<file path="src/rtl/core/mccp_pkg.sv">
package mccp_pkg;

   localparam int SAMPLE_W     = 16;
   localparam int SAMPLE_FRAC  = 12;
   localparam int PRICE_W      = 16;
   localparam int LOG_W        = 18;
   localparam int DISC_W       = 17;
   localparam int FRAC_W       = 16;
   localparam int X_W          = 23;
   localparam int TERM_W       = 64;
   localparam int SUM_W        = 64;
   localparam int HALF_W       = 32;
   localparam int MUL_A_W      = 33;
   localparam int MUL_B_W      = 24;
   localparam int MUL_P_W      = MUL_A_W + MUL_B_W;
   localparam int ACC_W        = MUL_P_W + HALF_W;
   localparam int QUO_W        = TERM_W - FRAC_W;
   localparam int DIG_PER_CYC  = 8;
   localparam int SDIV_CYCLES  = QUO_W / DIG_PER_CYC;
   localparam int OUT_W        = 32;
   localparam int REQ_DATA_W   = 16;
   localparam int RSP_DATA_W   = 2 * OUT_W;
   localparam int CSR_ADDR_W   = 3;
   localparam int CSR_DATA_W   = 18;

   localparam int DEF_TAYLOR_TERMS = 4;
   localparam int DEF_COUNT_BITS   = 32;
   localparam int DEF_QUEUE_DEPTH  = 4;

   localparam logic [TERM_W-1:0] ONE_Q16 = TERM_W'(1) << FRAC_W;

   localparam logic [PRICE_W-1:0]      RST_SPOT      = PRICE_W'(100);
   localparam logic [PRICE_W-1:0]      RST_STRIKE    = PRICE_W'(110);
   localparam logic signed [LOG_W-1:0] RST_DRIFT     = LOG_W'(655);
   localparam logic signed [LOG_W-1:0] RST_DIFFUSION = LOG_W'(13107);
   localparam logic [DISC_W-1:0]       RST_DISCOUNT  = DISC_W'(61720);

   typedef enum logic [CSR_ADDR_W-1:0] {
      CSR_SPOT      = 3'd0,
      CSR_STRIKE    = 3'd1,
      CSR_DRIFT     = 3'd2,
      CSR_DIFFUSION = 3'd3,
      CSR_DISCOUNT  = 3'd4
   } csr_index_type;

   typedef struct packed {
      logic [PRICE_W-1:0]      spot_price;
      logic [PRICE_W-1:0]      strike_price;
      logic signed [LOG_W-1:0] drift_term;
      logic signed [LOG_W-1:0] diffusion_term;
      logic [DISC_W-1:0]       discount_factor;
   } cfg_type;

   typedef struct packed {
      logic signed [X_W-1:0] x;
      logic                  last;
   } item_type;

   typedef enum logic [3:0] {
      BK_IDLE,
      BK_TERM_LO,
      BK_TERM_HI,
      BK_TERM_DIV,
      BK_ST_LO,
      BK_ST_HI,
      BK_PAYOFF,
      BK_SUM,
      BK_MEAN_DIV,
      BK_PRICE_LO,
      BK_PRICE_HI,
      BK_EMIT
   } back_state_type;

endpackage

</file>
<file path="src/rtl/core/mccp_front.sv">
module mccp_front import mccp_pkg::*; (
   input  logic                  clock,
   input  logic                  reset,
   input  cfg_type               cfg,
   input  logic                  req_tvalid,
   output logic                  req_tready,
   input  logic [REQ_DATA_W-1:0] req_tdata,
   input  logic                  req_tlast,
   output logic                  push_valid,
   output item_type              push_item,
   input  logic                  push_ready
);

   logic                         valid_ff, valid_in;
   logic signed [SAMPLE_W-1:0]   z_ff;
   logic                         last_ff;
   logic signed [SAMPLE_W+LOG_W-1:0] prod;
   logic signed [SAMPLE_W+LOG_W-SAMPLE_FRAC-1:0] prod_sh;

   assign req_tready = !valid_ff || push_ready;
   assign valid_in   = req_tready ? req_tvalid : valid_ff;

   always_ff @(posedge clock) begin
      if (reset) begin
         valid_ff <= 1'b0;
      end else begin
         valid_ff <= valid_in;
      end
   end

   always_ff @(posedge clock) begin
      if (req_tvalid && req_tready) begin
         z_ff    <= $signed(req_tdata[SAMPLE_W-1:0]);
         last_ff <= req_tlast;
      end
   end

   // log-return, floor of the Q4.12 scaling
   assign prod    = z_ff * $signed(cfg.diffusion_term);
   assign prod_sh = prod[SAMPLE_W+LOG_W-1:SAMPLE_FRAC];

   assign push_valid     = valid_ff;
   assign push_item.x    = X_W'(prod_sh) + X_W'($signed(cfg.drift_term));
   assign push_item.last = last_ff;

endmodule

</file>
<file path="config.mk">
export PLATFORM = sky130hd
export DESIGN_NAME = mccp_front
export DESIGN_NICKNAME = d
export VERILOG_FILES = /design/src/rtl/core/mccp_pkg.sv /design/src/rtl/core/mccp_front.sv
export SDC_FILE = /design/constraint.sdc
export NUM_CORES = 1
export LEC_CHECK = 0
export BUFFER_PORTS_ARGS = -buffer_cell sky130_fd_sc_hd__buf_2
export CAP_MARGIN = 20
export CORE_UTILIZATION = 55
export DETAILED_ROUTE_END_ITERATION = 6
export PLACE_DENSITY = 0.74
export SYNTH_ARGS = -nofsm -noshare
export SYNTH_HDL_FRONTEND = slang
export SYNTH_SLANG_ARGS = --single-unit
export TNS_END_PERCENT = 1
</file>
<file path="constraint.sdc">
create_clock -name clock -period 10.3 [get_ports clock]
set_clock_uncertainty 0.05 [all_clocks]
set_input_delay 1.545 -clock clock [delete_from_list [all_inputs] [get_ports clock]]
set_output_delay 1.545 -clock clock [all_outputs]
set_load 0.03 [all_outputs]
</file>
Word level (Yosys, flattened, before mapping)
Cells that the tools add are included.
{ "word_totals": {"word_cells": 8, "output_inout_bits": 26, "input_bits": 106, "register_bits": 18} }
{ "classes": {"add_sub_neg": 1, "reduce_logical": 3, "mul": 1} }
{ "op_table": {"columns": ["operator", "count"], "rows": [
  ["$mul 16x18->34", 1],
  ["$add 22x18->23", 1],
  ["$logic_and 1x1->1", 1],
  ["$logic_not 1->1", 1],
  ["$logic_or 1x1->1", 1]
]} }

Longest topological paths before layout
{ "logic_depth": {"depth_word": 3, "mapped_depth": 32, "mapped_depth_nobuf": 31} }

Least setup slack after synthesis
OpenSTA, ideal clock, no wires.
{ "synth_path": {"path_type": "in2out", "start": "in cfg[28] in the netlist's numbering", "end": "out push_item[22] in the netlist's numbering", "required_time_ps": 8705, "arrival_time_ps": 8801, "path_stages": 28, "n_path_buf": 1, "slack_ps": -96, "path_cell_list": "clkbuf_1 > nand2_1 > fa_1 > fa_1 > inv_1 > fa_1 > inv_1 > fa_1 > fa_1 > fa_1 > inv_1 > ha_1 > a21oi_1 > o21ai_0 > o21ba_2 > nand2_1 > and2_1 > o21a_1 > nor2_1 > xnor2_1 > ha_1 > a21oi_1 > o22ai_1 > nor2b_1 > o21ai_0 > o22ai_1 > o21ai_1 > o311ai_0"} }
{ "synth_lines": {"columns": ["item", "line", "source"], "rows": [
  ["start, declared", "mccp_front.sv:4", "input cfg_type cfg,"],
  ["end, declared", "mccp_front.sv:10", "output item_type push_item,"]
]} }

==> run summary <==
Cell count after synthesis: 1326. The number of slew-limit violations in the final report is 0, and the fraction of final layout cells sized beyond drive strength 1 is 12.4%. By startpoint and endpoint, the worst setup path is classified as in2out. The tools report the signal arrival time at the worst endpoint as 8440 ps. The flow ran to the end, and the final reports show no timing, DRC or antenna violations. Detailed placement ended at an HPWL of 22900 um. The routability congestion estimate from global placement was 0.880; the final routed wirelength across all metal layers was 26700 um.

The detail-routed via count per cell was 5.36; the longest individual stage delay on the worst path was 550 ps. The worst setup path is captured at an output pin. The die is 151 um tall. The worst-case clock buffer depth is 2, and the remaining number of nets flagged by the antenna check after routing is 0. The root buffer cell chosen for the clock tree is clkbuf_16. Derived from the worst setup path, the maximum achievable clock frequency is 0.0997 GHz. Setup violations remaining at the end of the flow were counted as 0.

In the synthesized netlist the dominant register cell turns out to be edfxtp_1. The average cell area after synthesis is 9.16 um^2, and the number of top-level pins is 132. TritonCTS built the clock tree. The min-delay analysis places its worst path in the category reg2reg. The floorplan step set the die width to 151 um. STA puts the critical path data required time at 8710 ps. The relative area change from synthesis to final layout is 10.0%, and the post-synthesis instance area is 12100 um^2. Summing the sequential cell areas from Yosys gives 4.37% of the chip area. The tool flagged a number of max-cap violations equal to 0. The DRC marker count from the first detailed-route iteration is 490, and the initial standard-cell utilization of the core is 56.9%. The critical path's slowest cell is fa_1.

The logs give 21400 um^2 for the area of the core and 25.1% for the total routing resource utilization after global routing. The nature of the critical path startpoint was an input port. The share of flip-flops with an asynchronous set or reset was 0%. The number of nets in the layout is 1914. The most used routing layer is met2.

The largest net degree at the start of global routing is 19, and the net count after synthesis is 1831. After detailed routing, the average wire length per cell comes to 15.9 um. For this run, the number of Yosys warnings is 0. The run gives 9028 as the detailed-route via count. The number of antenna violations at the first check in global routing was 0; the post-synthesis sequential element count was 18.

After global routing the overflow that remains totals 0. The via count of the first global-routing pass was 9403; the tightest slew margin relative to the limit was 45.8%. In this run, CTS created clock tree buffers numbering 3. The synthesized netlist contains 52 unique library cells.

The clock reaches the later pin of the worst-skew pair after 240 ps. By area the synthesized netlist is led by fa_1 (48%), ha_1 (11%), inv_1 (9.9%). Cells fill 62.6% of the core in the end.

Of all nets on the critical path, the largest fanout is 16. The first global-routing pass estimated 44200 um of wire. The final critical delay including setup and external delays was 10030 ps; the worst reg-to-reg setup slack was 8860 ps.

For the pin with the worst max-slew slack, the measured transition is 813 ps. For met2 alone, demand over resource in global routing was 44.1%. The die covers 22700 um^2. Area share of the largest cell type after synthesis: 47.8%. For the hold buffer count at cts, the log shows 0.

The detailed-route DRC error count came out at 0. The clock-pin transition on the worst setup and hold timing paths was 50 ps. The final hold violation count came out at 0.

The cell with the most instances on the worst path is fa_1. Counting every sink on the clock net gives 18. The depth of the CTS H-tree came out at 1. Of all cell types, the one taking the most synthesized area is fa_1. The count of inserted antenna diode cells was 0; the first-pass iteration count of the detailed router was 5. The tightest hold path in the finished design has a slack of 458 ps.

Of the available clock period, the critical path in the final layout requires 97.4%. The fill cell instance count of the final layout was 1815. For the cell row count, the log shows 53. The count of flip-flops with a built-in enable after synthesis came out at 17. For this run, global-route usage on met3 was measured as 1.85%. The number of port buffers is 82, and the global routing met1 resource utilization is 32.4%.
cell type report:
class / count / area, um^2 / share of cell area, %
well taps: 275 / 344 / 2.57
repair buffers: 125 / 797 / 5.96
clock buffers: 4 / 88.8 / 0.665
inverters: 320 / 1200 / 8.99
multi-input cells: 941 / 10400 / 77.8
flip-flops and latches: 18 / 531 / 3.97
critical path, delay by kind of cell:
family / cells / cell delay (ps)
adder cells (fa/ha/maj): 9 / 3590
buffers and inverters: 4 / 500
XOR/XNOR: 2 / 260
AND/OR/NAND/NOR: 6 / 750
AO/OA/AOI/OAI: 8 / 1770
logic make-up after synthesis:
kind of cell    share of synthesized area, %
simple gates                            15.0
buf+inv                                 11.4
flops                                   4.37
xor+xnor                                3.46
compound gates                          6.70
fa+ha+maj                               59.0
what timing repair did:
action / in CTS / in global routing
endpoints found under the setup margin: 0 / 11
buffers inserted: 0 / 2
resized for setup: 0 / 69
through the flow:
step / instances / TNS (ps) / setup slack [ps] / instance area, um^2
4_1_cts: 1681 / 0 / 49.8 / 13100
5_1_grt: 1683 / -219 / -61.1 / 13400
3_3_place_gp: 1677 / 0 / 158 / 13000
2_1_floorplan: 1326 / 0 / 266 / 12100
6_report: 1683 / 0 / 269 / 13400
3_5_place_dp: 1677 / 0 / 80.1 / 13000
synthesized netlist by cell type (2+ instances only):
cell type,instances
a211oi_1,3
a21o_1,10
a21oi_1,38
a21oi_2,3
a31o_2,2
a31oi_1,4
and2_1,128
and3_1,2
buf_2,2
buf_4,2
clkbuf_1,42
edfxtp_1,17
fa_1,290
ha_1,109
inv_1,320
nand2_1,163
nand2b_1,13
nand3_1,7
nand4_1,6
nor2_1,35
nor2b_1,7
nor3_1,6
nor4_1,2
o211ai_1,2
o21a_1,5
o21ai_0,23
o21ai_1,4
o21bai_1,8
o22ai_1,2
o311ai_0,3
xnor2_1,35
xor2_1,13
flip-flops by register name (all words and copies together) (netlist names):
| register | count |
|---|---|
| push_valid | 1 |
| last_ff | 1 |
| z_ff | 16 |
worst paths after layout:
| kind | startpoint | to | depth (start not counted) |
|---|---|---|---|
| setup / recovery | cfg[20] | push_item[21] | 29 |
| hold / removal | push_valid$_SDFFE_PP0N_ | push_valid$_SDFFE_PP0N_ | 2 |
| setup reg to reg | push_valid$_SDFFE_PP0N_ | z_ff[0]$_DFFE_PP_ | 2 |
| hold reg to reg | push_valid$_SDFFE_PP0N_ | push_valid$_SDFFE_PP0N_ | 2 |
layer usage:
metal | share of wire [%] | routed length (um)
met5 | 0 | 0
met4 | 3.7 | 993
met3 | 4.6 | 1220
met2 | 52 | 13900
met1 | 40 | 10600
cells in the final DEF (no fill, tap or decap), types with 13 or more instances in the layout:
master / n
and2_1: 127
xor2_1: 13
edfxtp_1: 17
buf_4: 47
ha_1: 104
inv_1: 317
fa_1: 287
nand2_1: 160
nand2b_1: 13
buf_2: 67
xnor2_1: 34
nor2_1: 34
o21ai_0: 20
a21oi_1: 28
Power is left out: the tool's default activity adds up to more than one toggle a clock period on the data nets, which glitch-free logic cannot reach.
