`config.mk`:
```
export PLATFORM = sky130hd
export DESIGN_NAME = mccp_queue
export DESIGN_NICKNAME = d
export VERILOG_FILES = /design/src/rtl/core/mccp_pkg.sv /design/src/rtl/core/mccp_queue.sv
export SDC_FILE = /design/constraint.sdc
export NUM_CORES = 1
export LEC_CHECK = 0
export BUFFER_PORTS_ARGS = -buffer_cell sky130_fd_sc_hd__buf_2
export CORE_ASPECT_RATIO = 0.6
export CORE_MARGIN = 5
export CORE_UTILIZATION = 50
export DETAILED_ROUTE_END_ITERATION = 12
export HOLD_SLACK_MARGIN = 0.03
export PLACE_DENSITY = 0.69
export SETUP_SLACK_MARGIN = 0.15
export SLEW_MARGIN = 20
export SYNTH_ARGS = -nofsm -noshare
export SYNTH_HDL_FRONTEND = slang
export SYNTH_SLANG_ARGS = --single-unit
```
`constraint.sdc`:
```
create_clock -name clock -period 6.95 [get_ports clock]
set_clock_uncertainty 0.15 [all_clocks]
set_input_delay 0.3475 -clock clock [delete_from_list [all_inputs] [get_ports clock]]
set_output_delay 0.3475 -clock clock [all_outputs]
set_load 0.02 [all_outputs]
```
`src/rtl/core/mccp_pkg.sv`:
```
package mccp_pkg;

   localparam int SAMPLE_W     = 16;
   localparam int SAMPLE_FRAC  = 12;
   localparam int PRICE_W      = 16;
   localparam int LOG_W        = 18;
   localparam int DISC_W       = 17;
   localparam int FRAC_W       = 16;
   localparam int X_W          = 23;
   localparam int TERM_W       = 64;
   localparam int SUM_W        = 64;
   localparam int HALF_W       = 32;
   localparam int MUL_A_W      = 33;
   localparam int MUL_B_W      = 24;
   localparam int MUL_P_W      = MUL_A_W + MUL_B_W;
   localparam int ACC_W        = MUL_P_W + HALF_W;
   localparam int QUO_W        = TERM_W - FRAC_W;
   localparam int DIG_PER_CYC  = 8;
   localparam int SDIV_CYCLES  = QUO_W / DIG_PER_CYC;
   localparam int OUT_W        = 32;
   localparam int REQ_DATA_W   = 16;
   localparam int RSP_DATA_W   = 2 * OUT_W;
   localparam int CSR_ADDR_W   = 3;
   localparam int CSR_DATA_W   = 18;

   localparam int DEF_TAYLOR_TERMS = 4;
   localparam int DEF_COUNT_BITS   = 32;
   localparam int DEF_QUEUE_DEPTH  = 4;

   localparam logic [TERM_W-1:0] ONE_Q16 = TERM_W'(1) << FRAC_W;

   localparam logic [PRICE_W-1:0]      RST_SPOT      = PRICE_W'(100);
   localparam logic [PRICE_W-1:0]      RST_STRIKE    = PRICE_W'(110);
   localparam logic signed [LOG_W-1:0] RST_DRIFT     = LOG_W'(655);
   localparam logic signed [LOG_W-1:0] RST_DIFFUSION = LOG_W'(13107);
   localparam logic [DISC_W-1:0]       RST_DISCOUNT  = DISC_W'(61720);

   typedef enum logic [CSR_ADDR_W-1:0] {
      CSR_SPOT      = 3'd0,
      CSR_STRIKE    = 3'd1,
      CSR_DRIFT     = 3'd2,
      CSR_DIFFUSION = 3'd3,
      CSR_DISCOUNT  = 3'd4
   } csr_index_type;

   typedef struct packed {
      logic [PRICE_W-1:0]      spot_price;
      logic [PRICE_W-1:0]      strike_price;
      logic signed [LOG_W-1:0] drift_term;
      logic signed [LOG_W-1:0] diffusion_term;
      logic [DISC_W-1:0]       discount_factor;
   } cfg_type;

   typedef struct packed {
      logic signed [X_W-1:0] x;
      logic                  last;
   } item_type;

   typedef enum logic [3:0] {
      BK_IDLE,
      BK_TERM_LO,
      BK_TERM_HI,
      BK_TERM_DIV,
      BK_ST_LO,
      BK_ST_HI,
      BK_PAYOFF,
      BK_SUM,
      BK_MEAN_DIV,
      BK_PRICE_LO,
      BK_PRICE_HI,
      BK_EMIT
   } back_state_type;

endpackage

```
`src/rtl/core/mccp_queue.sv`:
```
module mccp_queue import mccp_pkg::*; #(
   parameter int DEPTH = DEF_QUEUE_DEPTH
) (
   input  logic     clock,
   input  logic     reset,
   input  logic     in_valid,
   input  item_type in_item,
   output logic     in_ready,
   output logic     out_valid,
   output item_type out_item,
   input  logic     out_pop
);

   localparam int PTR_W = (DEPTH > 1) ? $clog2(DEPTH) : 1;
   localparam int LVL_W = $clog2(DEPTH + 1);

   item_type           mem_ff [DEPTH];
   logic [PTR_W-1:0]   wr_ff, wr_in, rd_ff, rd_in;
   logic [LVL_W-1:0]   level_ff, level_in;
   logic               push, pop;

   assign in_ready  = level_ff != LVL_W'(DEPTH);
   assign out_valid = level_ff != '0;
   assign out_item  = mem_ff[rd_ff];
   assign push      = in_valid && in_ready;
   assign pop       = out_pop && out_valid;

   always_comb begin
      wr_in    = wr_ff;
      rd_in    = rd_ff;
      level_in = level_ff;
      if (push) begin
         wr_in = (wr_ff == PTR_W'(DEPTH - 1)) ? '0 : wr_ff + 1'b1;
      end
      if (pop) begin
         rd_in = (rd_ff == PTR_W'(DEPTH - 1)) ? '0 : rd_ff + 1'b1;
      end
      if (push && !pop) begin
         level_in = level_ff + 1'b1;
      end else if (pop && !push) begin
         level_in = level_ff - 1'b1;
      end
   end

   always_ff @(posedge clock) begin
      if (reset) begin
         wr_ff    <= '0;
         rd_ff    <= '0;
         level_ff <= '0;
      end else begin
         wr_ff    <= wr_in;
         rd_ff    <= rd_in;
         level_ff <= level_in;
      end
   end

   always_ff @(posedge clock) begin
      if (push) begin
         mem_ff[wr_ff] <= in_item;
      end
   end

endmodule

```
Yosys cells after proc, flatten, opt, wreduce, memory -nomap -nowiden
Memory sizes are Yosys's and may differ from the RTL's. A register that Yosys moved wholly into a read port is not among the register bits.
Cells that the tools add are included.
{ "classes": {"reduce_logical": 8, "eq_ne": 3, "muxes": 8, "n_addsub": 4} }
{ "ops": {"columns": ["cell", "count"], "rows": [
  ["$mux 2", 4],
  ["$mux 3", 2],
  ["$add 2x1->2 const B", 2],
  ["$eq 2x2->1 const B", 2],
  ["$logic_and 1x1->1", 4],
  ["$add 3x1->3 const B", 1],
  ["$ne 3x3->1 const B", 1],
  ["$reduce_bool 3->1", 1],
  ["$sub 3x1->3 const B", 1],
  ["$logic_not 1->1", 2],
  ["$mux 1", 2],
  ["$reduce_bool 2->1", 1]
]} }
{ "word_totals": {"inputBits": 28, "output_inout_bits": 26, "memories": 1, "register_bits": 7, "ramBits": 96} }
{ "memory_table": {"columns": ["name", "words", "width", "rd", "rd_ports_with_merged_regs", "wr", "line", "source"], "rows": [
  ["mem_ff", 4, 24, 1, 1, 1, "mccp_queue.sv:17", "item_type mem_ff [DEPTH];"]
]} }

Depth between registers and ports, before layout
{ "logic_depth": {"depth_word": 6, "depth_mapped": 9} }

Worst setup path before layout
No wires, ideal clock.
{ "synth_timing": {"path_kind": "register -> register", "from": "register level_ff[0]", "to": "register level_ff[2]", "path_buffers": 1, "arrival_ns": 2.151, "synth_period_minus_slack_ns": 2.371, "slack_ns": 4.579, "stages_incl_launch_ff": 10, "setup_ns": 0.070, "required_time_ns": 6.730, "cell_sequence": "dfxtp_1 or3b_1 clkbuf_2 and2_4 ha_1 inv_1 fa_1 xor2_1 or3_2 a21oi_1"} }
{ "synth_via": {"elab_chain_cells": 5, "elab_cells_between_ends": 13, "cone_classes": "add/sub: 2; eq/ne: 1; mux: 2; reduce/logical: 8"} }
{ "synth_lines": {"columns": ["item", "line", "source"], "rows": [
  ["start: declaration", "mccp_queue.sv:19", "logic [LVL_W-1:0] level_ff, level_in;"],
  ["start signal: assignment", "mccp_queue.sv:53", "level_ff <= level_in;"],
  ["$ne 3x3->1 (*)", "mccp_queue.sv:22", "assign in_ready = level_ff != LVL_W'(DEPTH);"],
  ["via in_ready", "mccp_queue.sv:8", "output logic in_ready,"],
  ["$logic_and 1x1->1 (*)", "mccp_queue.sv:25", "assign push = in_valid && in_ready;"],
  ["via push", "mccp_queue.sv:20", "logic push, pop;"],
  ["$logic_not 1->1", "mccp_queue.sv:40", "end else if (pop && !push) begin"],
  ["$logic_and 1x1->1", "mccp_queue.sv:40", null],
  ["$reduce_bool 2->1 (no line)", null, null]
]} }
The timed path passes the listed nets; every way through them passes the cells marked *. The select of a mux whose other input is x is not followed.
A chain may end at the register's enable or synchronous reset.

==> impl_metrics.tcl <==
set metrics [dict create \
    grt_pass1_vias 1910 \
    pre_cts_slack_ns 4.46 \
    hold_depth 1 \
    clockRootBuffer "clkbuf_16" \
    period_share 0.367 \
    ys_types 27 \
    dr_total_vias 1795 \
    reg2reg_from "level_ff[0]" \
    rows 25 \
    synthTopCellsByArea "edfxtp_1, mux4_2, dfxtp_1" \
    synth_top_area_share 0.731 \
    fin_crit_ns 2.55 \
    crit_slowest_cell "dfxtp_2" \
    mappedNetlistArea_mm2 0.00394 \
    drt_iter0_drc 137 \
    status "completed" \
    clk_pin_slew_ns 0.07 \
    ff2ff_setup_slack_ns 4.45 \
    drt-wirelength-per-cell_um 18.6 \
    slew_viol_final 0 \
    worstRegToRegCells 7 \
    fin_tns_setup_ns 0 \
    synth_top_cells_by_count "edfxtp_1, mux4_2, dfxtp_1" \
    synth_ff_type "edfxtp_1" \
    synth-edff-count 96 \
    area_growth_syn_to_layout_pct 17.0 \
    path_class "register to primary output" \
    cp_max_fo 24 \
    cts_made_buffers 9 \
    hp-start "in_item[2]" \
    initial_core_util 0.506 \
    cp.depth 2 \
    hpwlAfterDp_mm 4.08 \
    dieWidth_um 125 \
    grt_max_degree 25 \
    synth_top_area_cell "edfxtp_1" \
    grt_pass1_wl_mm 10.4 \
    ir_worst_vdd_v 0.000137 \
    clk_latency_ns 0.34 \
    max-slew-margin-rel 0.431 \
    yosysSeqAreaShare 0.777 \
    worstPathRequired_ns 6.45 \
    maxCapViolCount 0 \
    die_h_um 78.8 \
    avgSynthCellArea_um2 22.7 \
    netlist_instances 174 \
    io_buffers 53 \
    hold_path_class "primary input to register" \
    grt_overflow 0 \
    die_area_mm2 0.00982 \
    drcViolationCount 0 \
    first_pass_iters 4 \
    yosysMostFrequentCell "edfxtp_1" \
    nNetsFinal 266 \
    setup_ws_ns 4.40 \
    ys_warn_count 0 \
    num_io_pins 54 \
    hold_end "mem_ff[3][2]" \
    cts.sinks 105 \
    grtUsageTotal 0.143 \
    drt_wl_total_mm 6.39 \
    post-cts-setup-buffers 0 \
    via_per_inst 5.22 \
    cts_resized 0 \
    critical_path_buf_inv_count 1 \
    powerDensity_mw_per_mm2 369 \
    worst_pin_slew_ns 0.853 \
    diodes 0 \
    ctsHoldBuffers 0 \
    drive_gt1_frac 0.432 \
    critical_path.top_delay_family "flip-flops" \
    slowest_delay_ns 0.89 \
    cp.arrival_ns 2.06 \
    clk_path_buf_depth 2 \
    rsz0062_at_grt "no" \
    htree_num_levels 3 \
    fmax_mhz 392 \
    reg2reg_to "level_ff[2]" \
    core_mm2 0.00779 \
    cts_tree "done" \
    cp-start-kind "register" \
    ant_nets 0 \
    syn_nets 209 \
    antenna_found_initial 1 \
    crit_chain "mux4_2, buf_2" \
    yosys_register_bits 105 \
    place.gp.congestion 0.685 \
    hold_viol 0 \
    p_leak_nw 1.59 \
    end_kind "primary output" \
    setup-violations-final 0 \
    ys_async_sr_fraction 0 \
]
-- how the worst max path moves through the flow --
stage                     slack [ns]          end   startpoint
final                           4.40  out_item[6]     register
after global routing            4.22  out_item[6]     register
after CTS                       4.30  out_item[6]     register
after detailed placement        4.46  level_ff[2]  level_ff[0]
after global placement          4.55  level_ff[2]  level_ff[0]
after floorplan                 4.58  level_ff[2]  level_ff[0]
-- registers in the layout, indices dropped and copies added, names as in the netlist, named ones only --
| name | cells |
|---|---|
| mem_ff | 96 |
| level_ff | 3 |
| rd_ff | 2 |
| wr_ff | 2 |
-- cells by family after synthesis --
family	Yosys count	share of synthesized area
compound gates	5	0.00889
fa+ha+maj	7	0.0241
flops	105	0.777
xor+xnor	2	0.00445
buf+inv	11	0.0136
mux	27	0.145
simple gates	17	0.0270
-- metrics by stage --
step	util	power (W)	std cells	hold WS, ns	cell area, um2
after floorplan	-	0.00110	174	0.296	3940
final	0.592	0.00170	344	0.0671	4610
after detailed placement	0.553	0.00122	328	0.354	4310
after global placement	0.553	0.00121	328	0.329	4310
after global routing	0.592	0.00179	344	0.0599	4610
after CTS	0.592	0.00173	344	0.0536	4610
-- layout make-up --
class | instances | area, um2
Clock buffer | 9 | 225
Clock inverter | 7 | 78.8
Fill cell | 568 | 3180
Inverter | 3 | 11.3
Multi-Input combinational cell | 58 | 825
Sequential cell | 105 | 3060
Tap cell | 108 | 135
Timing Repair Buffer | 54 | 273
-- report_power, final --
part | switching, W | leakage (nW) | internal, W | total, W
clock | 0.000220 | 0.146 | 0.000283 | 0.000503
combinational | 0.000210 | 0.491 | 0.000169 | 0.000379
sequential | 0.0000523 | 0.954 | 0.000769 | 0.000821
-- metal layers --
layer	part of all wire	GRT usage
met5	0.0020	0
met4	0.0067	0.0460
met3	0.054	0.0598
met2	0.49	0.230
met1	0.44	0.179
-- cells in the final DEF (no fill, tap or decap), types with 3 or more instances in the layout --
cell       instances
clkbuf_16          9
mux2i_1            3
inv_1              3
nor2_1             3
and3_2             4
ha_1               6
buf_2             53
edfxtp_1          96
dfxtp_1            8
mux4_2            24
No activity file was read; power rests on OpenSTA's default activity.
